File: src/hw/rtl/cfr_pkg.sv
// ----------------------------------------------------------------------------
// cfr_pkg: shared definitions for the CRC-checked command frame receiver
// Command codes, acknowledge bytes, CRC-16/XMODEM constants and the
// one-byte CRC update function.
// ----------------------------------------------------------------------------
package cfr_pkg;

    // Default frame length: payload bytes plus a two-byte CRC trailer.
    localparam int FRAME_LENGTH_DEF = 6;

    // CRC-16/XMODEM constants.
    localparam logic [15:0] CRC_POLY         = 16'h1021;
    localparam logic [15:0] EXPECTED_CRC_RST = 16'h93E1;

    // Acknowledge sequence sent for an accepted frame.
    localparam logic [7:0] ACK_BYTE_0 = 8'hF1;
    localparam logic [7:0] ACK_BYTE_1 = 8'h55;
    localparam logic [7:0] ACK_BYTE_2 = 8'hAA;
    localparam logic [7:0] ACK_BYTE_3 = 8'hF4;

    // Input command codes. The fourth code is unused and ignored.
    typedef enum logic [1:0] {
        CMD_BYTE  = 2'd0,
        CMD_IDLE  = 2'd1,
        CMD_CLEAR = 2'd2
    } t_cmd;

    // Position of a beat inside the four-beat acknowledge burst.
    typedef logic [1:0] t_beat;

    // Acknowledge byte for a given burst position.
    function automatic logic [7:0] ack_byte(input t_beat beat);
        logic [7:0] b;
        case (beat)
            2'd0:    b = ACK_BYTE_0;
            2'd1:    b = ACK_BYTE_1;
            2'd2:    b = ACK_BYTE_2;
            default: b = ACK_BYTE_3;
        endcase
        return b;
    endfunction

    // One byte of CRC-16/XMODEM, MSB first, unrolled over eight bit steps.
    function automatic logic [15:0] crc_byte(input logic [15:0] crc, input logic [7:0] b);
        logic [15:0] c;
        c = crc ^ {b, 8'h00};
        for (int k = 0; k < 8; k++) begin
            if (c[15]) begin
                c = {c[14:0], 1'b0} ^ CRC_POLY;
            end else begin
                c = {c[14:0], 1'b0};
            end
        end
        return c;
    endfunction

endpackage

File: src/hw/rtl/cfr_if.sv
// ----------------------------------------------------------------------------
// cfr_if: valid/ready channels of the command frame receiver
// Input channel (commands and bytes), acknowledge output channel and the
// expected-CRC configuration write channel.
// ----------------------------------------------------------------------------

// Received bytes and line events.
interface cfr_in_if;
    logic       valid;
    logic       ready;
    logic [1:0] cmd;
    logic [7:0] rx_byte;

    modport source (output valid, output cmd, output rx_byte, input ready);
    modport sink   (input valid, input cmd, input rx_byte, output ready);
endinterface

// Acknowledge beats.
interface cfr_out_if;
    logic        valid;
    logic        ready;
    logic [7:0]  tx_byte;
    logic        last;
    logic [31:0] frame_bytes;
    logic        pending;

    modport source (output valid, output tx_byte, output last, output frame_bytes,
                    output pending, input ready);
    modport sink   (input valid, input tx_byte, input last, input frame_bytes,
                    input pending, output ready);
endinterface

// Expected CRC register write.
interface cfr_cfg_if;
    logic        valid;
    logic        ready;
    logic [15:0] expected_crc;

    modport source (output valid, output expected_crc, input ready);
    modport sink   (input valid, input expected_crc, output ready);
endinterface

File: src/hw/rtl/crc_checked_command_frame_receiver_core.sv
// ----------------------------------------------------------------------------
// crc_checked_command_frame_receiver_core: command frame receiver with CRC check
// Counts received bytes, runs CRC-16/XMODEM over the payload, checks frames on
// line idle and emits a four-beat acknowledge for each accepted frame.
// ----------------------------------------------------------------------------
// The receiver takes one input beat per clock. A received byte, a line-idle
// event or a clear command is fully processed in the cycle it is accepted: the
// CRC update is an unrolled eight-step shift over one byte. An accepted frame
// queues a four-beat acknowledge burst (F1 55 AA F4, last on the fourth beat)
// carrying the latched payload; each beat leaves when the sink is
// ready. One burst can be in flight and one more can wait behind it, so input
// beats keep flowing while an acknowledge drains; the input stalls only when a
// second burst is already waiting. The configuration channel is always ready.
module crc_checked_command_frame_receiver_core #(
    parameter int FRAME_LENGTH = cfr_pkg::FRAME_LENGTH_DEF
) (
    input  logic      i_clk,
    input  logic      i_rst_n,
    cfr_in_if.sink    i_in,
    cfr_out_if.source o_out,
    cfr_cfg_if.sink   i_cfg
);

    localparam int PAYLOAD_LEN = FRAME_LENGTH - 2;
    localparam logic [2:0] PAYLOAD_LEN_C = 3'(PAYLOAD_LEN);
    localparam logic [2:0] FRAME_LEN_C   = 3'(FRAME_LENGTH);
    localparam logic [2:0] COUNT_MAX     = 3'(FRAME_LENGTH + 1);
    localparam logic [31:0] LATCH_MASK   = (PAYLOAD_LEN >= 4) ? 32'hFFFF_FFFF :
        32'((64'd1 << (8 * PAYLOAD_LEN)) - 64'd1);

    // Receive state.
    logic [2:0]  r_byte_count, n_byte_count;
    logic [15:0] r_crc,        n_crc;
    logic [31:0] r_payload,    n_payload;
    logic [15:0] r_trailer,    n_trailer;
    logic        r_pending,    n_pending;
    logic [31:0] r_latched,    n_latched;
    logic [15:0] r_expected;

    // Acknowledge burst state: the burst on the port and one waiting burst.
    logic            r_out_valid, n_out_valid;
    cfr_pkg::t_beat  r_beat,      n_beat;
    logic [31:0]     r_cur_data,  n_cur_data;
    logic            r_nxt_valid, n_nxt_valid;
    logic [31:0]     r_nxt_data,  n_nxt_data;

    logic in_fire;
    logic new_burst;
    logic frame_ok;
    logic out_fire;
    logic burst_done;
    logic cur_free;

    assign i_in.ready  = !r_nxt_valid;
    assign i_cfg.ready = 1'b1;
    assign in_fire     = i_in.valid && i_in.ready;

    // Frame check on a line-idle event.
    assign frame_ok = !r_pending && (r_byte_count == FRAME_LEN_C) &&
                      (r_crc == r_expected) && (r_trailer == r_expected);

    // Receive path: byte capture, CRC, frame acceptance and clear.
    always_comb begin
        n_byte_count = r_byte_count;
        n_crc        = r_crc;
        n_payload    = r_payload;
        n_trailer    = r_trailer;
        n_pending    = r_pending;
        n_latched    = r_latched;
        new_burst    = 1'b0;
        if (in_fire) begin
            case (cfr_pkg::t_cmd'(i_in.cmd))
                cfr_pkg::CMD_BYTE: begin
                    if (r_byte_count < PAYLOAD_LEN_C) begin
                        n_payload[8 * r_byte_count[1:0] +: 8] = i_in.rx_byte;
                        n_crc = cfr_pkg::crc_byte(r_crc, i_in.rx_byte);
                    end else if (r_byte_count < FRAME_LEN_C) begin
                        n_trailer = {r_trailer[7:0], i_in.rx_byte};
                    end
                    if (r_byte_count < COUNT_MAX) begin
                        n_byte_count = r_byte_count + 3'd1;
                    end
                end
                cfr_pkg::CMD_IDLE: begin
                    n_byte_count = '0;
                    n_crc        = '0;
                    if (frame_ok) begin
                        n_latched = (r_latched & ~LATCH_MASK) | (r_payload & LATCH_MASK);
                        n_pending = 1'b1;
                        new_burst = 1'b1;
                    end
                end
                cfr_pkg::CMD_CLEAR: begin
                    n_pending = 1'b0;
                end
                default: begin
                end
            endcase
        end
    end

    // Acknowledge sequencing: advance beats, promote the waiting burst.
    assign out_fire   = r_out_valid && o_out.ready;
    assign burst_done = out_fire && (r_beat == 2'd3);
    assign cur_free   = !r_out_valid || burst_done;

    always_comb begin
        n_out_valid = r_out_valid;
        n_beat      = r_beat;
        n_cur_data  = r_cur_data;
        n_nxt_valid = r_nxt_valid;
        n_nxt_data  = r_nxt_data;
        if (out_fire && (r_beat != 2'd3)) begin
            n_beat = r_beat + 2'd1;
        end
        if (cur_free) begin
            if (r_nxt_valid) begin
                n_out_valid = 1'b1;
                n_beat      = '0;
                n_cur_data  = r_nxt_data;
                n_nxt_valid = 1'b0;
            end else if (new_burst) begin
                n_out_valid = 1'b1;
                n_beat      = '0;
                n_cur_data  = n_latched;
            end else begin
                n_out_valid = 1'b0;
            end
        end else if (new_burst) begin
            n_nxt_valid = 1'b1;
            n_nxt_data  = n_latched;
        end
    end

    // State registers.
    always_ff @(posedge i_clk) begin
        if (!i_rst_n) begin
            r_byte_count <= '0;
            r_crc        <= '0;
            r_payload    <= '0;
            r_trailer    <= '0;
            r_pending    <= 1'b0;
            r_latched    <= '0;
            r_expected   <= cfr_pkg::EXPECTED_CRC_RST;
            r_out_valid  <= 1'b0;
            r_beat       <= '0;
            r_nxt_valid  <= 1'b0;
        end else begin
            r_byte_count <= n_byte_count;
            r_crc        <= n_crc;
            r_payload    <= n_payload;
            r_trailer    <= n_trailer;
            r_pending    <= n_pending;
            r_latched    <= n_latched;
            r_out_valid  <= n_out_valid;
            r_beat       <= n_beat;
            r_nxt_valid  <= n_nxt_valid;
            if (i_cfg.valid && i_cfg.ready) begin
                r_expected <= i_cfg.expected_crc;
            end
        end
    end

    // Burst payload registers.
    always_ff @(posedge i_clk) begin
        r_cur_data <= n_cur_data;
        r_nxt_data <= n_nxt_data;
    end

    // Output beat.
    assign o_out.valid       = r_out_valid;
    assign o_out.tx_byte     = cfr_pkg::ack_byte(r_beat);
    assign o_out.last        = (r_beat == 2'd3);
    assign o_out.frame_bytes = r_cur_data;
    assign o_out.pending     = 1'b1;

endmodule

File: src/flat_wrapper.sv
// flat-port wrapper written by rule: the top's interface ports become plain ports
module crc_checked_command_frame_receiver_core_flat 
#(
    parameter int FRAME_LENGTH = cfr_pkg::FRAME_LENGTH_DEF
)
  (i_clk, i_rst_n, i_in_valid, i_in_cmd, i_in_rx_byte, i_in_ready, o_out_valid, o_out_tx_byte, o_out_last, o_out_frame_bytes, o_out_pending, o_out_ready, i_cfg_valid, i_cfg_expected_crc, i_cfg_ready);
  cfr_in_if i_in_i ();
  cfr_out_if o_out_i ();
  cfr_cfg_if i_cfg_i ();
  input  logic i_clk;
  input  logic i_rst_n;
  input wire logic [$bits(i_in_i.valid)-1:0] i_in_valid;
  input wire logic [$bits(i_in_i.cmd)-1:0] i_in_cmd;
  input wire logic [$bits(i_in_i.rx_byte)-1:0] i_in_rx_byte;
  output wire logic [$bits(i_in_i.ready)-1:0] i_in_ready;
  output wire logic [$bits(o_out_i.valid)-1:0] o_out_valid;
  output wire logic [$bits(o_out_i.tx_byte)-1:0] o_out_tx_byte;
  output wire logic [$bits(o_out_i.last)-1:0] o_out_last;
  output wire logic [$bits(o_out_i.frame_bytes)-1:0] o_out_frame_bytes;
  output wire logic [$bits(o_out_i.pending)-1:0] o_out_pending;
  input wire logic [$bits(o_out_i.ready)-1:0] o_out_ready;
  input wire logic [$bits(i_cfg_i.valid)-1:0] i_cfg_valid;
  input wire logic [$bits(i_cfg_i.expected_crc)-1:0] i_cfg_expected_crc;
  output wire logic [$bits(i_cfg_i.ready)-1:0] i_cfg_ready;
  assign i_in_i.valid = i_in_valid;
  assign i_in_i.cmd = i_in_cmd;
  assign i_in_i.rx_byte = i_in_rx_byte;
  assign i_in_ready = i_in_i.ready;
  assign o_out_valid = o_out_i.valid;
  assign o_out_tx_byte = o_out_i.tx_byte;
  assign o_out_last = o_out_i.last;
  assign o_out_frame_bytes = o_out_i.frame_bytes;
  assign o_out_pending = o_out_i.pending;
  assign o_out_i.ready = o_out_ready;
  assign i_cfg_i.valid = i_cfg_valid;
  assign i_cfg_i.expected_crc = i_cfg_expected_crc;
  assign i_cfg_ready = i_cfg_i.ready;
  crc_checked_command_frame_receiver_core #(.FRAME_LENGTH(FRAME_LENGTH)) u_core (.i_clk(i_clk), .i_rst_n(i_rst_n), .i_in(i_in_i), .o_out(o_out_i), .i_cfg(i_cfg_i));
endmodule
File: config.mk
export PLATFORM = sky130hd
export DESIGN_NAME = crc_checked_command_frame_receiver_core_flat
export DESIGN_NICKNAME = d
export VERILOG_FILES = /design/src/hw/rtl/cfr_pkg.sv /design/src/hw/rtl/cfr_if.sv /design/src/hw/rtl/crc_checked_command_frame_receiver_core.sv /design/src/flat_wrapper.sv
export SDC_FILE = /design/constraint.sdc
export NUM_CORES = 1
export LEC_CHECK = 0
export BUFFER_PORTS_ARGS = -buffer_cell sky130_fd_sc_hd__buf_2
export CAP_MARGIN = 15
export CORE_ASPECT_RATIO = 0.5
export CORE_UTILIZATION = 50
export DETAILED_ROUTE_END_ITERATION = 7
export MAX_ROUTING_LAYER = met4
export PLACE_DENSITY = 0.69
export SLEW_MARGIN = 25
export SYNTH_ARGS = -nofsm -noshare
export SYNTH_HDL_FRONTEND = slang
export SYNTH_SLANG_ARGS = --single-unit
File: constraint.sdc
create_clock -name i_clk -period 4.7 [get_ports i_clk]
set_input_delay 0.705 -clock i_clk [delete_from_list [all_inputs] [get_ports i_clk]]
set_output_delay 0.705 -clock i_clk [all_outputs]
set_load 0.01 [all_outputs]
## Word-level counts from Yosys, hierarchy flattened

Index checks and enable logic that the tools add are counted.

- Register bits: 184
- Input bits: 31

- Add/sub/neg operators: 3
- Order comparisons: 3
- Equality and inequality tests: 12
- Multiplexer cells: 51
- Bitwise logic cells: 12
- Shift-type cells: 2
- Reduce and logical (&&, ||, !) cells: 24

Operators with widths:

| operator | count |
|---|---|
| 2-to-1 mux 16 bit | 22 |
| 2-to-1 mux 32 bit | 5 |
| 2-to-1 mux 13 bit | 8 |
| negation 5 -> 34 bit | 1 |
| variable shift 8 x 34 -> 32 bit, first input constant | 1 |
| variable part select 8 x 34 -> 32 bit | 1 |
| bitwise mux 32 bit | 1 |
| equality test 16 bit | 2 |
| case mux 16 bit (2 select lines) | 1 |
| NOT 3 bit | 8 |
| case mux 8 bit (3 select lines) | 1 |
| bitwise XOR 16 bit | 1 |
| AND reduction 3 bit | 4 |
| < comparator 3 bit, second input constant | 3 |
| 2-to-1 mux 2 bit | 4 |
| logical AND 1 bit | 7 |
| equality test 2 bit, second input constant | 3 |
| 2-to-1 mux 1 bit | 6 |
| inequality test 2 x 1 -> 1 bit, second input constant | 3 |
| case mux 3 bit (2 select lines) | 1 |
| nonzero test 2 bit | 3 |
| equality test 2 x 1 -> 1 bit, second input constant | 2 |
| logical NOT 2 bit | 2 |
| AND reduction 2 bit | 2 |
| other kinds (11) | 15 |

## Longest topological paths before layout

Gate-level depths: netlist (run 1).

- Depth after elaboration: 40
- Gate-level depth with buffers: 11
- Gate-level depth less buffers: 7

## Worst setup path after synthesis (run 1)

No wires, ideal clock.

- Kind: register to register
- Start point: register u_core.r_byte_count[0]
- End point: register u_core.r_cur_data[0] (netlist: u_core.o_out.frame_bytes[0]), enable pin
- Stages on the path, launching flop included: 12
- Buffers on the path: 4
- Setup slack: 0.682 ns
- Required time: 4.268 ns
- Library setup time: 0.432 ns
- Arrival: 3.586 ns
- Cell sequence: dfxtp_1 clkbuf_1 inv_1 ha_1 buf_2 nand3b_1 nor3_1 nand4_1 buf_6 buf_6 or3_4 a21oi_1

- Longest elaborated chain between the ends: 9

Ends and longest elaborated chain:

| item | line | text |
|---|---|---|
| start: declaration | crc_checked_command_frame_receiver_core.sv:32 | `logic [2:0] r_byte_count, n_byte_count;` |
| start signal: assignment | crc_checked_command_frame_receiver_core.sv:149 | `r_byte_count <= n_byte_count;` |
| equality test 3 bit | crc_checked_command_frame_receiver_core.sv:59 | `assign frame_ok = !r_pending && (r_byte_count == FRAME_LEN_C) &&` |
| logical AND 1 bit (2 in a row) | crc_checked_command_frame_receiver_core.sv:59 |  |
| logical AND 1 bit | crc_checked_command_frame_receiver_core.sv:60 | `(r_crc == r_expected) && (r_trailer == r_expected);` |
| 2-to-1 mux 1 bit | crc_checked_command_frame_receiver_core.sv:87 | `if (frame_ok) begin` |
| 2-to-1 mux 1 bit | crc_checked_command_frame_receiver_core.sv:72 | `case (cfr_pkg::t_cmd'(i_in.cmd))` |
| 2-to-1 mux 1 bit | crc_checked_command_frame_receiver_core.sv:71 | `if (in_fire) begin` |
| nonzero test 2 bit (no source line) | -- |  |
| AND reduction 2 bit (no source line) | -- |  |
| end signal: assignment | crc_checked_command_frame_receiver_core.sv:166 | `r_cur_data <= n_cur_data;` |
| end: declaration | crc_checked_command_frame_receiver_core.sv:43 | `logic [31:0] r_cur_data, n_cur_data;` |

Every way passes these cells.
A chain may end at the register's enable or synchronous reset.

## Final worst setup path (run 1)

- Start point: register u_core.r_byte_count[0]
- End point: register u_core.r_cur_data[16] (netlist: u_core.o_out.frame_bytes[16]), enable pin

The elaborated chain is that of the path after synthesis.

==> reports/metrics.yaml, run 1 <==
status:
  status: "complete, no violations"
placed_design:
  place_area_sq_um: 9470
  port_buffers: 73
  gp_congestion: 0.904
  dp.final_hpwl_um: 12700
critical_path:
  required_ps: 4770
  timing_worst_setup_path_type: "register to register"
  critPathArrivalTime_ps: 3070
  crit_family: "simple AND/OR/NAND/NOR gates"
  end_kind: "register"
  reg2reg_setup_slack_ps: 1700
  cpMaxStageDelayCell: "or3_4"
  worst-path-buf-inv: 2
  reg2reg_from: "u_core.r_byte_count[0]"
  worstPathMaxFanout: 32
  reg2reg_depth: 8
  slowest_delay_ps: 480
  critPathLaunchType: "register"
  path_cells: "inv_1 > ha_1 > nand3b_1 > nor3_1 > nand4_1 > or3_4 > a21oi_4 > buf_4"
  endpoint: "u_core.o_out.frame_bytes[16]"
  crit_cells: 8
  r2r_end: "u_core.o_out.frame_bytes[16]"
  cp-startpoint: "u_core.r_byte_count[0]"
sta:
  hold_viol_final: 0
  worst_pin_slew_ps: 882
  fin_crit_sh_pct: 63.8
  fin_crit_ps: 3000
  finalSetupViolations: 0
  fin_setup_tns_ps: 0
  slew-limit-headroom_pct: 41.0
  clock.fmax_ghz: 0.334
  hold_ws_ps: 464
  finClkSkew_ps: 14.3
  slew_violations: 0
  grt_setup_unrepaired: "false"
cts:
  h-tree-depth: 4
  cts_buffers: 17
  cts_root_buf: "clkbuf_16"
  clkTransAtPathRegs_ps: 70
  cts_tree: "built"
  cts_sinks: 184
  cts_setup_buffers: 0
  postCtsHoldBufs: 0
  clock_path_buffers: 2
  worstSkewPairLatency_ps: 440
  cts_resized: 0
yosys:
  synth-edff-count: 64
  synth_top_area_share_pct: 26.7
  syn_area_sq_um: 9000
  ys_ff_latch: 184
  ys_seq_area_share_pct: 48.0
  syn-mean-instance-area_sq_um: 10.8
  ys_async_sr_fraction_pct: 0
  synth_most_common_cell: "dfxtp_1"
  ys.flop_type: "dfxtp_1"
  synth_common_cells: "120 x dfxtp_1, 115 x nand2_1, 65 x o31a_1, 64 x edfxtp_1, 46 x a21boi_0"
  netlist_instances: 830
  synth-warning-count: 0
  yosys.area.top_type: "dfxtp_1"
  synth.area.top_cells: "dfxtp_1 27%, edfxtp_1 21%, nor4_4 6.9%"
  ys_types: 47
global_routing:
  grt_pass1_wl_um: 32000
  grt_use_total_pct: 22.8
  grt_max_degree: 65
  antenna_found_initial: 0
  grt_overflow: 0
  grt_pass1_vias: 6012
detailed_routing:
  vias: 6188
  ant_nets: 0
  first_pass_iters: 7
  drc: 0
  initialDrtViolationCount: 349
  wire_per_inst_um: 17.3
  viasPerCell: 5.54
  wl_um: 19400
cells_and_area:
  fin_area_sq_um: 10100
  area_growth_pct: 12.4
  drive_gt1_share_pct: 20.0
  nets: 913
  fin_util_pct: 57.9
  diodes: 0
power_and_ir_drop:
  pwr-share-seq_pct: 49.7
  static-leakage-power_nw: 3.97
  pwr_density_cell_nw_per_um2: 333
  intPower_mw: 2.54
  totalPowerFinal_mw: 3.37
  p_switching_mw: 0.828
  clkPwrFrac_pct: 44.7
  swShare_pct: 24.6
  peakVddDrop_mv: 0.239
  combinationalPowerShare_pct: 5.7
die:
  die_w_um: 192
  coreArea_sq_um: 17500
  rows: 34
  ios: 76
  start_util_pct: 51.5
  die_area_sq_um: 18600
  die_h_um: 96.9
flow_run:
  drv_cap: 0
hold_path:
  min_path_type: "register to register"
[power groups by stage]
stage / combinational, mW / clock [mW] / sequential (mW)
5_1_grt: 0.209 / 1.60 / 1.67
2_1_floorplan: 0.136 / 0 / 1.70
6_report: 0.190 / 1.51 / 1.67
4_1_cts: 0.189 / 1.53 / 1.67
3_3_place_gp: 0.185 / 0 / 1.71
3_5_place_dp: 0.188 / 0 / 1.71
[final cells by class]
type / instances / area (sq um)
fillers: 1482 / 7360
multi-input cells: 571 / 4350
flip-flops and latches: 184 / 4330
repair buffers: 86 / 483
clock buffers: 17 / 425
well taps: 234 / 293
clock inverters: 15 / 206
inverters: 10 / 37.5
[sequential cells by signal, indices dropped and copies added (netlist names)]
name,flops
u_core.r_latched,32
u_core.r_trailer,16
u_core.r_byte_count,3
u_core.r_payload,32
u_core.r_expected,16
u_core.o_out.valid,1
u_core.r_beat,2
u_core.r_pending,1
u_core.r_crc,16
u_core.o_out.frame_bytes,32
u_core.r_nxt_data,32
u_core.r_nxt_valid,1
[worst min-delay path: cells and delay by family (launching register included)]
family	cells	cell delay [ps]
simple gates	1	50
compound gates	1	60
flops	1	310
[layer usage]
metal	track usage [%]	share of wire, %	vias up
met4	6.84	1.3	0
li1	-	-	3093
met2	32.3	42	143
met5	-	0	-
met3	4.83	4.9	31
met1	32.4	51	2921
[per-stage QoR]
stage	cells	setup slack, ps
5_1_grt	1117	1520
3_3_place_gp	1084	1780
6_report	1117	1700
2_1_floorplan	831	682
4_1_cts	1116	1730
3_5_place_dp	1084	1740
[worst min-delay path by stage]
| stage | startpoint | endpoint | slack (ps) | depth (start not counted) |
|---|---|---|---|---|
| 3_5_place_dp | u_core.r_payload[12] | u_core.r_payload[12] | 460 | 2 |
| 2_1_floorplan | u_core.r_pending | u_core.r_pending | 440 | 2 |
| 6_report | u_core.r_payload[12] | u_core.r_payload[12] | 460 | 2 |
| 4_1_cts | u_core.r_payload[12] | u_core.r_payload[12] | 470 | 2 |
| 5_1_grt | u_core.r_pending | u_core.r_pending | 490 | 2 |
| 3_3_place_gp | u_core.r_payload[14] | u_core.r_payload[14] | 450 | 2 |
[cells in the final DEF, fill, tap and decap left out, types with 17 or more instances in the layout]
| master | instances |
|---|---|
| mux2i_1 | 18 |
| nor4_4 | 29 |
| or2_2 | 17 |
| buf_2 | 73 |
| nand4_1 | 34 |
| dfxtp_1 | 119 |
| nand2_1 | 114 |
| or2_1 | 17 |
| o21a_1 | 32 |
| nor2b_1 | 24 |
| clkbuf_16 | 17 |
| o31a_1 | 65 |
| xor2_1 | 32 |
| edfxtp_1 | 64 |
| nand2b_1 | 33 |
| a21boi_0 | 46 |
[cell families after synthesis]
logic type | after synthesis | share of synthesized area [%]
flip-flops | 184 | 48.0
AO/OA/AOI/OAI | 175 | 15.6
multiplexers | 18 | 2.00
XOR/XNOR | 48 | 4.67
adder cells (fa/ha/maj) | 12 | 1.67
AND/OR/NAND/NOR | 316 | 23.8
other | 1 | 0.0416
buffers and inverters | 76 | 4.15
No activity file was read; power rests on OpenSTA's default activity.
==> run 2: changes to the inputs <==
--- a/config.mk
+++ b/config.mk
@@ -5,13 +5,14 @@
 export SDC_FILE = /design/constraint.sdc
 export NUM_CORES = 1
 export LEC_CHECK = 0
+export ABC_AREA = 1
 export BUFFER_PORTS_ARGS = -buffer_cell sky130_fd_sc_hd__buf_2
 export CAP_MARGIN = 15
 export CORE_ASPECT_RATIO = 0.5
 export CORE_UTILIZATION = 50
 export DETAILED_ROUTE_END_ITERATION = 7
 export MAX_ROUTING_LAYER = met4
-export PLACE_DENSITY = 0.69
+export PLACE_DENSITY = 0.71
 export SLEW_MARGIN = 25
 export SYNTH_ARGS = -nofsm -noshare
 export SYNTH_HDL_FRONTEND = slang
==> constraint.sdc (replaced) <==
create_clock -name i_clk -period 2.6 [get_ports i_clk]
set_input_delay 0.39 -clock i_clk [delete_from_list [all_inputs] [get_ports i_clk]]
set_output_delay 0.39 -clock i_clk [all_outputs]
set_load 0.01 [all_outputs]
==> reports/metrics.yaml, run 2 <==
status:
  status: "complete, no violations"
critical_path:
  timing_worst_setup_path_type: "register to register"
  reg2reg_from: "u_core.r_byte_count[1]"
  required_ps: 2960  # -1810 ps
  cp-startpoint: "u_core.r_byte_count[1]"
  critPathArrivalTime_ps: 2580  # -490 ps
  worstPathMaxFanout: 7  # -78%
  end_kind: "register"
  critPathLaunchType: "register"
yosys:
  synth-warning-count: 0  # unchanged
  synth_top_area_share_pct: 28.0  # +1.3 points
  ys_types: 38  # -19%
  synth_common_cells: "243 x nand2_1, 165 x inv_1, 120 x dfxtp_1, 82 x nor2_1, 76 x a21oi_1"
  synth-edff-count: 64  # unchanged
  yosys.area.top_type: "dfxtp_1"
  ys_async_sr_fraction_pct: 0  # unchanged
  ys_ff_latch: 184  # unchanged
  ys.flop_type: "dfxtp_1"
  syn-mean-instance-area_sq_um: 8.14  # -25%
  synth_most_common_cell: "nand2_1"
  synth.area.top_cells: "dfxtp_1 28%, edfxtp_1 22%, nand2_1 11%"
  syn_area_sq_um: 8580  # -4.7%
  netlist_instances: 1055  # +27%
  ys_seq_area_share_pct: 50.4  # +2.3 points
cts:
  cts_buffers: 17  # unchanged
  clkTransAtPathRegs_ps: 80  # about the same
  worstSkewPairLatency_ps: 430  # about the same
  postCtsHoldBufs: 0  # unchanged
  h-tree-depth: 4  # unchanged
  cts_resized: 0  # unchanged
  clock_path_buffers: 2  # unchanged
  cts_root_buf: "clkbuf_16"
  cts_tree: "built"
  cts_setup_buffers: 0  # unchanged
  cts_sinks: 184  # unchanged
hold_path:
  min_path_type: "input port to register"
  min_from: "i_cfg_expected_crc[5]"
sta:
  hold_ws_ps: 164  # -300 ps
  finClkSkew_ps: 15.0  # +0.717 ps
  slew-limit-headroom_pct: 56.9  # +16 points
  worst_pin_slew_ps: 647  # -236 ps
  slew_violations: 0  # unchanged
  finalSetupViolations: 0  # unchanged
  fin_crit_sh_pct: 85.3  # +22 points
  grt_setup_unrepaired: "false"
  hold_viol_final: 0  # unchanged
  fin_crit_ps: 2220  # -779 ps
  fin_setup_tns_ps: 0  # unchanged
  clock.fmax_ghz: 0.451  # +35%
cells_and_area:
  num-fill-cells: 1449  # -2.2%
  drive_gt1_share_pct: 16.6  # -3.5 points
  area_growth_pct: 13.7
  nets: 1157  # +27%
  layout_common_cells: "243 x nand2_1, 163 x inv_1, 120 x dfxtp_1"
  diodes: 0  # unchanged
  mostFrequentLayoutCell: "nand2_1"
die:
  ios: 76  # unchanged
  rows: 33  # -2.9%
  die_h_um: 94.7  # -2.3%
  start_util_pct: 51.7  # +0.22 points
  die_w_um: 187  # -2.3%
  coreArea_sq_um: 16600  # -5.1%
  die_area_sq_um: 17700  # -4.6%
placed_design:
  dp.final_hpwl_um: 13100  # +3.3%
  port_buffers: 73  # unchanged
  gp_congestion: 0.958  # +6.0%
detailed_routing:
  drc: 0  # unchanged
  first_pass_iters: 5  # -2
  wl_um: 19500  # +0.65%
  vias: 6813  # +10%
  wire_per_inst_um: 14.4  # -17%
  ant_nets: 0  # unchanged
  viasPerCell: 5.03  # -9.2%
  initialDrtViolationCount: 603  # +73%
global_routing:
  grt_pass1_wl_um: 31800  # -0.67%
  grt_use_total_pct: 23.8  # +1.0 points
  antenna_found_initial: 0  # unchanged
  grt_max_degree: 61  # -6.2%
  grt_overflow: 0  # unchanged
  grt_pass1_vias: 6342  # +5.5%
power_and_ir_drop:
  pwr_density_cell_nw_per_um2: 619  # +86%
  static-leakage-power_nw: 4.30  # +8.3%
  totalPowerFinal_mw: 6.05  # +80%
  peakVddDrop_mv: 0.536  # +120%
flow_run:
  drv_cap: 0  # unchanged
==> run 2: power by group <==
part	internal, mW	leakage (nW)	total (mW)	switching, mW
combinational	0.124	2.43	0.384	0.260
sequential	2.99	1.57	3.03	0.0364
clock	1.32	0.299	2.63	1.31
total	4.43	4.30	6.05	1.61
==> run 2: cell type report <==
class	count	area, sq um	area share (%)
repair buffers	86	513	5.26
well taps	227	284	2.91
flip-flops and latches	184	4320	44.3
clock buffers	17	425	4.36
inverters	171	647	6.63
multi-input cells	654	3370	34.6
clock inverters	15	193	1.97
==> run 2: final timing paths <==
| check | endpoint | slack (ps) | depth (start not counted) |
|---|---|---|---|
| worst min-delay path | u_core.r_expected[5] | 160 | 3 |
| worst max-delay path | u_core.r_payload[18] | 380 | 9 |
| worst min register to register | u_core.r_trailer[10] | 470 | 2 |
| worst max register to register | u_core.r_payload[18] | 380 | 9 |
==> run 2: metal layers <==
metal	wire length [um]	track usage, %
met1	9130	30.7
met2	8890	38.4
met3	1090	3.94
met4	389	7.92
met5	0	-
==> run 2: cells by family after synthesis <==
group                      synth area share [%]
adders and majority gates                  1.75
other                                    0.0437
xor gates and xnor gates                   2.75
buffers and inverters                      10.6
DFF                                        50.4
and+or+nand+nor                            24.4
AOI/OAI and AO/OA                          10.0
==> run 2: stage by stage <==
step	instance area (sq um)	std cells	setup WS (ps)	utilization (%)
after floorplan	8600	1056	15.4	-
after global placement	9140	1322	492	55.1
after detailed placement	9140	1322	424	55.1
after CTS	9760	1354	395	58.8
after global routing	9760	1354	89.1	58.8
final	9760	1354	382	58.8
==> run 2: critical path, cell delays in order (launching register included) <==
cell	delay, ps
dfxtp_1	410
inv_1	140
ha_1	400
inv_1	130
nor2_1	100
buf_4	160
inv_1	60
nor2_1	380
nand4_1	220
a21oi_1	160
